<file path="src/hw/rtl/shifting_sequence_list_assert.svh">
// Assertion macros for the shifting sequence list
`ifndef SHIFTING_SEQUENCE_LIST_ASSERT_SVH
`define SHIFTING_SEQUENCE_LIST_ASSERT_SVH

// same-cycle implication, reset masked
`define SSL_ASSERT_IMPL(label, ante, cons, msg) \
  label: assert property (@(posedge clk) disable iff (!rst_n) (ante) |-> (cons)) \
    else $error(msg);

// next-cycle implication, reset masked
`define SSL_ASSERT_NEXT(label, ante, cons, msg) \
  label: assert property (@(posedge clk) disable iff (!rst_n) (ante) |=> (cons)) \
    else $error(msg);

`endif

</file>
<file path="src/hw/rtl/ssl_pkg.sv">
`timescale 1ns / 1ps

package ssl_pkg;

  localparam int LIST_DEPTH = 16;
  localparam int WORD_WIDTH = 32;

  typedef enum logic [2:0] {
    CMD_TAIL_ADD  = 3'd0,
    CMD_TAIL_DROP = 3'd1,
    CMD_HEAD_ADD  = 3'd2,
    CMD_HEAD_DROP = 3'd3,
    CMD_INSERT    = 3'd4,
    CMD_ERASE     = 3'd5,
    CMD_FIND      = 3'd6
  } cmd_t;

  typedef enum logic [1:0] {
    ST_OK     = 2'd0,
    ST_FULL   = 2'd1,
    ST_EMPTY  = 2'd2,
    ST_BADPOS = 2'd3
  } status_t;

  // per-cell controls for one cycle
  typedef struct packed {
    logic load;     // take the request value
    logic from_lo;  // take the entry of the cell below
    logic from_hi;  // take the entry of the cell above
    logic held;     // position lies below the count
  } cell_ctl_t;

endpackage

</file>
<file path="src/hw/rtl/ssl_cell.sv">
`timescale 1ns / 1ps

module ssl_cell #(
  parameter int DATA_WIDTH = ssl_pkg::WORD_WIDTH
) (
  input  logic                  clk,
  input  ssl_pkg::cell_ctl_t    ctl,
  input  logic [DATA_WIDTH-1:0] lo_data,
  input  logic [DATA_WIDTH-1:0] hi_data,
  input  logic [DATA_WIDTH-1:0] value,
  output logic [DATA_WIDTH-1:0] entry,
  output logic                  match
);

  logic [DATA_WIDTH-1:0] entry_r;
  logic [DATA_WIDTH-1:0] entry_nxt;

  always_comb begin
    entry_nxt = entry_r;
    if (ctl.load) begin
      entry_nxt = value;
    end else if (ctl.from_lo) begin
      entry_nxt = lo_data;
    end else if (ctl.from_hi) begin
      entry_nxt = hi_data;
    end
  end

  always_ff @(posedge clk) begin
    entry_r <= entry_nxt;
  end

  assign entry = entry_r;
  assign match = ctl.held && (entry_r == value);

endmodule

</file>
<file path="src/hw/rtl/shifting_sequence_list.sv">
`timescale 1ns / 1ps
// Channel  | Direction | Handshake         | Payload
// in_      | input     | in_valid/in_stall | in_cmd, in_position, in_value
// out_     | output    | out_valid/out_stall | out_status, out_found, out_count
//
// One request per cycle while in_stall is low; the result is registered.
// The rate is set by the row of cells, which shifts and compares all entries in parallel.
// Reset clears the count and output valids only; entries need no clearing pass.
// Results sit in an output register plus one skid stage; in_stall rises while the skid
// stage holds a result.

module shifting_sequence_list #(
  parameter int DEPTH      = ssl_pkg::LIST_DEPTH,
  parameter int DATA_WIDTH = ssl_pkg::WORD_WIDTH,
  localparam int CNT_W     = $clog2(DEPTH + 1)
) (
  input  logic                  clk,
  input  logic                  rst_n,
  input  logic                  in_valid,
  output logic                  in_stall,
  input  logic [2:0]            in_cmd,
  input  logic [CNT_W-1:0]      in_position,
  input  logic [DATA_WIDTH-1:0] in_value,
  output logic                  out_valid,
  input  logic                  out_stall,
  output logic [1:0]            out_status,
  output logic                  out_found,
  output logic [CNT_W-1:0]      out_count
);

  localparam logic [CNT_W-1:0] FULL_CNT = CNT_W'(DEPTH);

  logic                  acc;
  logic [CNT_W-1:0]      cnt_r;
  logic [CNT_W-1:0]      cnt_nxt;
  logic [CNT_W-1:0]      at;
  logic                  do_ins;
  logic                  do_era;
  logic                  fnd_nxt;
  ssl_pkg::status_t      st_nxt;
  logic                  full;
  logic                  empty;

  ssl_pkg::cell_ctl_t    ctl [DEPTH];
  logic [DATA_WIDTH-1:0] ent [DEPTH];
  logic [DEPTH-1:0]      match;

  logic                  out_valid_r;
  ssl_pkg::status_t      out_status_r;
  logic                  out_found_r;
  logic [CNT_W-1:0]      out_count_r;
  logic                  sk_valid_r;
  ssl_pkg::status_t      sk_status_r;
  logic                  sk_found_r;
  logic [CNT_W-1:0]      sk_count_r;
  logic                  pop;

  assign in_stall = sk_valid_r;
  assign acc      = in_valid && !sk_valid_r;
  assign pop      = out_valid_r && !out_stall;
  assign full     = (cnt_r == FULL_CNT);
  assign empty    = (cnt_r == '0);

  always_comb begin
    st_nxt  = ssl_pkg::ST_OK;
    fnd_nxt = 1'b0;
    do_ins  = 1'b0;
    do_era  = 1'b0;
    at      = '0;
    cnt_nxt = cnt_r;
    case (ssl_pkg::cmd_t'(in_cmd))
      ssl_pkg::CMD_TAIL_ADD: begin
        if (full) begin
          st_nxt = ssl_pkg::ST_FULL;
        end else begin
          do_ins = 1'b1;
          at     = cnt_r;
        end
      end
      ssl_pkg::CMD_TAIL_DROP: begin
        if (empty) begin
          st_nxt = ssl_pkg::ST_EMPTY;
        end else begin
          cnt_nxt = cnt_r - CNT_W'(1);
        end
      end
      ssl_pkg::CMD_HEAD_ADD: begin
        if (full) begin
          st_nxt = ssl_pkg::ST_FULL;
        end else begin
          do_ins = 1'b1;
        end
      end
      ssl_pkg::CMD_HEAD_DROP: begin
        if (empty) begin
          st_nxt = ssl_pkg::ST_EMPTY;
        end else begin
          do_era = 1'b1;
        end
      end
      ssl_pkg::CMD_INSERT: begin
        if (full) begin
          st_nxt = ssl_pkg::ST_FULL;
        end else if (in_position > cnt_r) begin
          st_nxt = ssl_pkg::ST_BADPOS;
        end else begin
          do_ins = 1'b1;
          at     = in_position;
        end
      end
      ssl_pkg::CMD_ERASE: begin
        if (empty) begin
          st_nxt = ssl_pkg::ST_EMPTY;
        end else if (in_position >= cnt_r) begin
          st_nxt = ssl_pkg::ST_BADPOS;
        end else begin
          do_era = 1'b1;
          at     = in_position;
        end
      end
      ssl_pkg::CMD_FIND: begin
        fnd_nxt = |match;
      end
      default: begin
      end
    endcase
    if (do_ins) begin
      cnt_nxt = cnt_r + CNT_W'(1);
    end else if (do_era) begin
      cnt_nxt = cnt_r - CNT_W'(1);
    end
  end

  for (genvar i = 0; i < DEPTH; i++) begin : g_cell
    localparam logic [CNT_W-1:0] IDX  = CNT_W'(i);
    localparam logic [CNT_W-1:0] IDX1 = CNT_W'(i + 1);
    logic [DATA_WIDTH-1:0] lo_d;
    logic [DATA_WIDTH-1:0] hi_d;

    assign ctl[i].load    = acc && do_ins && (at == IDX);
    assign ctl[i].from_lo = acc && do_ins && (IDX > at) && (IDX <= cnt_r);
    assign ctl[i].from_hi = acc && do_era && (IDX >= at) && (IDX1 < cnt_r);
    assign ctl[i].held    = (IDX < cnt_r);

    if (i == 0) begin : g_lo_edge
      assign lo_d = in_value;
    end else begin : g_lo
      assign lo_d = ent[i-1];
    end
    if (i == DEPTH - 1) begin : g_hi_edge
      assign hi_d = in_value;
    end else begin : g_hi
      assign hi_d = ent[i+1];
    end

    ssl_cell #(
      .DATA_WIDTH(DATA_WIDTH)
    ) u_cell (
      .clk    (clk),
      .ctl    (ctl[i]),
      .lo_data(lo_d),
      .hi_data(hi_d),
      .value  (in_value),
      .entry  (ent[i]),
      .match  (match[i])
    );
  end

  always_ff @(posedge clk) begin
    if (!rst_n) begin
      cnt_r       <= '0;
      out_valid_r <= 1'b0;
      sk_valid_r  <= 1'b0;
    end else begin
      if (acc) begin
        cnt_r <= cnt_nxt;
      end
      if (sk_valid_r) begin
        if (pop) begin
          out_status_r <= sk_status_r;
          out_found_r  <= sk_found_r;
          out_count_r  <= sk_count_r;
          sk_valid_r   <= 1'b0;
        end
      end else if (acc) begin
        if (!out_valid_r || pop) begin
          out_status_r <= st_nxt;
          out_found_r  <= fnd_nxt;
          out_count_r  <= cnt_nxt;
          out_valid_r  <= 1'b1;
        end else begin
          sk_status_r <= st_nxt;
          sk_found_r  <= fnd_nxt;
          sk_count_r  <= cnt_nxt;
          sk_valid_r  <= 1'b1;
        end
      end else if (pop) begin
        out_valid_r <= 1'b0;
      end
    end
  end

  assign out_valid  = out_valid_r;
  assign out_status = out_status_r;
  assign out_found  = out_found_r;
  assign out_count  = out_count_r;

`include "shifting_sequence_list_assert.svh"

  `SSL_ASSERT_IMPL(a_cnt_bound, 1'b1, cnt_r <= FULL_CNT, "count above depth")
  `SSL_ASSERT_IMPL(a_skid_order, sk_valid_r, out_valid_r, "skid holds result ahead of output")
  `SSL_ASSERT_NEXT(a_refused_hold, acc && (st_nxt != ssl_pkg::ST_OK), cnt_r == $past(cnt_r),
                   "refused request changed count")
  `SSL_ASSERT_IMPL(a_found_ok, out_valid_r && out_found_r, out_status_r == ssl_pkg::ST_OK,
                   "found flagged with error status")

endmodule

</file>
<file path="config.mk">
export PLATFORM = sky130hd
export DESIGN_NAME = shifting_sequence_list
export DESIGN_NICKNAME = d
export VERILOG_FILES = /design/src/hw/rtl/ssl_pkg.sv /design/src/hw/rtl/ssl_cell.sv /design/src/hw/rtl/shifting_sequence_list.sv
export VERILOG_INCLUDE_DIRS = /design/src /design/src/hw/rtl
export SDC_FILE = /design/constraint.sdc
export NUM_CORES = 2
export LEC_CHECK = 0
export ABC_AREA = 0
export BUFFER_PORTS_ARGS = -buffer_cell sky130_fd_sc_hd__buf_2
export CORE_ASPECT_RATIO = 1.75
export CORE_UTILIZATION = 40
export DETAILED_ROUTE_END_ITERATION = 7
export MAX_ROUTING_LAYER = met4
export SYNTH_ARGS = -nofsm -noshare
export SYNTH_HDL_FRONTEND = slang
export SYNTH_SLANG_ARGS = --single-unit
</file>
<file path="constraint.sdc">
create_clock -name clk -period 7.79 [get_ports clk]
set_input_delay 1.558 -clock clk [delete_from_list [all_inputs] [get_ports clk]]
set_output_delay 1.558 -clock clk [all_outputs]
set_load 0.02 [all_outputs]
</file>
==> metrics.log <==
INFO  metric drtAntennaViolNets = 0
INFO  metric worstPathCellList = clkinv_1, ha_1, nand4_1, o221a_1, o221ai_2, nand2_1, a221oi_4, buf_4, a21oi_1, o22ai_4
INFO  metric final.period_utilization = 0.7772
INFO  metric flow.area_growth_from_synthesis = 8.328%
INFO  metric fin_nets = 3243
INFO  metric share_of_flip_flops_with_an_asynchronous_set_or_reset = 0
INFO  metric initial_utilization = 0.4054
INFO  metric critical_path.endpoint_type = register
INFO  metric max_slew.worst_pin.slew = 1.233 ns
INFO  metric clock-skew-final = 0.01989 ns
INFO  metric hpwlAfterDp = 93.75 mm
INFO  metric static-leakage-power = 0.01257 uW
INFO  metric minimum_clock_period = 6.055 ns
INFO  metric cts_num_sinks = 535
INFO  metric timing.critical_path.buf_inv = 2
INFO  metric num-fill-cells = 8107
INFO  metric critical_path_class = register to register
INFO  metric hp-class = register to register
INFO  metric yosys_register_bits = 535
INFO  metric cts.htree.levels = 2
INFO  metric syn_avg_cell_area = 10.34 um^2
INFO  metric cts.hold.buffers_added = 0
INFO  metric grtUsageTotal = 0.2974
INFO  metric synth_fp_nets = 3375
INFO  metric post_route_cells_drive_above_1_share = 0.1090
INFO  metric detail_route.wirelength = 127.2 mm
INFO  metric dpl_cell_area = 35500 um^2
INFO  metric cp.arrival = 6.30 ns
INFO  metric grt.overflow.total = 0
INFO  metric tritoncts.num_buffers = 53
INFO  metric slew_headroom = 0.1781
INFO  metric number_of_enable_flip_flop_cells_after_synthesis = 528
INFO  metric multi_input_combinational_cell_area = 16940 um^2
INFO  metric first_global_vias = 26180
INFO  metric ys_types = 82
INFO  metric detail_route.iter0.violations = 3052
INFO  metric timing.rr.start = cnt_r[4]
INFO  metric whs = 0.5340 ns
INFO  metric drt_pass1_iterations = 6
INFO  metric crit_path_start = cnt_r[4]
INFO  metric gp_congestion = 0.9634
INFO  metric placementRows = 141
INFO  metric cts_buffer_depth = 3
INFO  metric antenna_violations_before_repair = 1
INFO  metric cp_top_family = compound AO/OA/AOI/OAI gates
INFO  metric fin_tns_setup = 0 ns
INFO  metric final-hold-violation-count = 0
INFO  metric seq_total_area_yosys = 0.4659
INFO  metric postCtsSetupBuffers = 0
INFO  metric power_density = 186.6 nW/um^2
INFO  metric floorplan.core_area = 84680 um^2
INFO  metric synthesis.instances = 3321
INFO  metric clkLatencyLatePin = 0.63 ns
INFO  metric holdCritStartpoint = sk_found_r
INFO  metric ys_dominant_reg_cell = edfxtp_1
INFO  metric cts_resized = 0
INFO  metric grt_pass1_wl = 184.5 mm
INFO  metric fin_max_slew_vios = 0
INFO  metric cp_max_fo = 33
INFO  metric peak_per_stage_delay_on_the_critical_path = 0.89 ns
INFO  metric viasPerCell = 6.255
INFO  metric pre_cts_ws = 1.669 ns
INFO  metric run_status = completed
INFO  metric rsz0062_at_grt = false
INFO  metric final_critical_path_setup_slack = 1.735 ns
INFO  metric max_freq = 0.1652 GHz
INFO  metric yosys_warnings = 0
INFO  metric antenna_diode_count = 0
INFO  metric syn-cell-area = 34330 um^2
INFO  metric top_level_ports = 54
INFO  metric dieHeight = 389.6 um
INFO  metric die_width = 223.5 um
INFO  metric cp_data_required_time = 8.04 ns
INFO  metric die_area = 87050 um^2
INFO  metric peakVddDrop = 0.0001709 V
INFO  metric wire_per_inst = 29.57 um
INFO  metric start_kind = register
INFO  metric finalSetupViolCount = 0
INFO  metric cap_viol_max_count = 0
INFO  metric route.vias.total = 26910
INFO  metric cts_tree = done
INFO  metric clock_tree.root_cell = clkbuf_16
INFO  metric post-route-cell-area = 37190 um^2
INFO  metric port-buffer-count = 53
INFO  metric grt_max_degree = 66
INFO  metric sequential_cell_area_in_the_final_layout = 16000 um^2
INFO  metric critical_path.slowest_cell = o22ai_4
INFO  metric post-route-drc-count = 0
INFO  metric clock_input_transition_at_the_sequential_cells_of_the_worst_setup_and_hold_paths = 0.06 ns
-- cells in the final DEF, fill, tap and decap left out, drive strengths merged, types with 4 or more instances in the layout --
master  netlist  layout
edfxtp      528     528
o21ai       303     303
xnor2       270     270
mux2i       250     250
xor2        244     244
nand2       207     207
nor2        187     187
nand4       151     151
a21oi       151     151
buf          74     143
a31oi        81      81
nor4         79      79
mux2         70      70
inv          63      65
clkbuf      256      63
a21o         46      46
nand3        46      46
nor3         46      46
a22o         42      42
a22oi        36      36
a221o        29      29
clkinv        2      26
o311ai       23      23
and3         18      18
ha           10      10
o221ai        9       9
or3           8       8
and2          8       8
dfxtp         7       7
a211oi        7       7
nor2b         5       5
o211ai        5       5
or4           5       5
bufinv        0       5
o22ai         5       5
o221a         5       5
o21a          4       4
or2           4       4
a211o         4       4
o31ai         4       4
-- layer usage --
layer  wire, um  GRT usage
met5          0          -
met4       9539     0.1956
met3       9015    0.03190
met2      60620     0.4782
met1      48010     0.3535
-- cell usage after synthesis (46+ instances only) --
| library cell | number | area [um^2] |
|---|---|---|
| xnor2_1 | 270 | 2365 |
| mux2i_1 | 250 | 2502 |
| nand3_1 | 46 | 230.2 |
| edfxtp_1 | 528 | 15860 |
| nand2_1 | 206 | 773.2 |
| nor2_1 | 185 | 694.4 |
| a21oi_1 | 150 | 750.7 |
| a31oi_1 | 81 | 506.7 |
| mux2_2 | 70 | 788.3 |
| xor2_1 | 244 | 2137 |
| clkbuf_1 | 255 | 957.2 |
| nor4_1 | 75 | 469.2 |
| o21ai_1 | 47 | 235.2 |
| a21o_1 | 46 | 345.3 |
| nand4_1 | 151 | 944.7 |
| inv_1 | 63 | 236.5 |
| o21ai_0 | 255 | 1276 |
-- logic make-up after synthesis --
| kind of cell | share of synthesized area |
|---|---|
| mux | 0.09585 |
| simple gates | 0.1121 |
| fa+ha+maj | 0.003645 |
| buf+inv | 0.04800 |
| compound gates | 0.1433 |
| xor+xnor | 0.1311 |
| flops | 0.4659 |
-- registers in the layout, summed over array words and instances, names as in the netlist, 2 cells and up --
signal               cells
g_cell.u_cell.entry    512
out_status               2
sk_count_r               5
sk_status_r              2
cnt_r                    5
out_count                5
-- worst min-delay path, delay by kind of cell, from the launching register on --
family | cells | cell delay, ns
simple gates | 1 | 0.05
compound gates | 1 | 0.05
flops | 1 | 0.33
-- layout make-up --
| type | count | area share |
|---|---|---|
| clock inverters | 33 | 0.008176 |
| well taps | 1072 | 0.03607 |
| flip-flops and latches | 535 | 0.4301 |
| clock buffers | 63 | 0.03724 |
| multi-input cells | 2391 | 0.4555 |
| inverters | 65 | 0.006561 |
| repair buffers | 143 | 0.02631 |
-- power by group --
group | switching, uW | internal, uW | leakage (uW)
clock network | 1210 | 1440 | 0.000821
registers | 112 | 3260 | 0.00483
logic | 611 | 304 | 0.00692
total | 1940 | 5000 | 0.0126
-- worst paths after layout --
| path | endpoint | slack [ns] | cells after the start |
|---|---|---|---|
| setup reg to reg | g_cell[14].u_cell.entry[27] | 1.74 | 10 |
| hold / removal | out_found | 0.53 | 2 |
| setup / recovery | g_cell[14].u_cell.entry[27] | 1.74 | 10 |
| hold reg to reg | out_found | 0.53 | 2 |
-- through the flow --
step	cells	utilization	power [uW]
global placement	4206	0.4192	4324
floorplan	3321	-	4004
CTS	4302	0.4392	6950
detailed placement	4206	0.4192	4335
global route	4302	0.4392	7109
finish	4302	0.4392	6940
No activity file was read; power rests on OpenSTA's default activity.
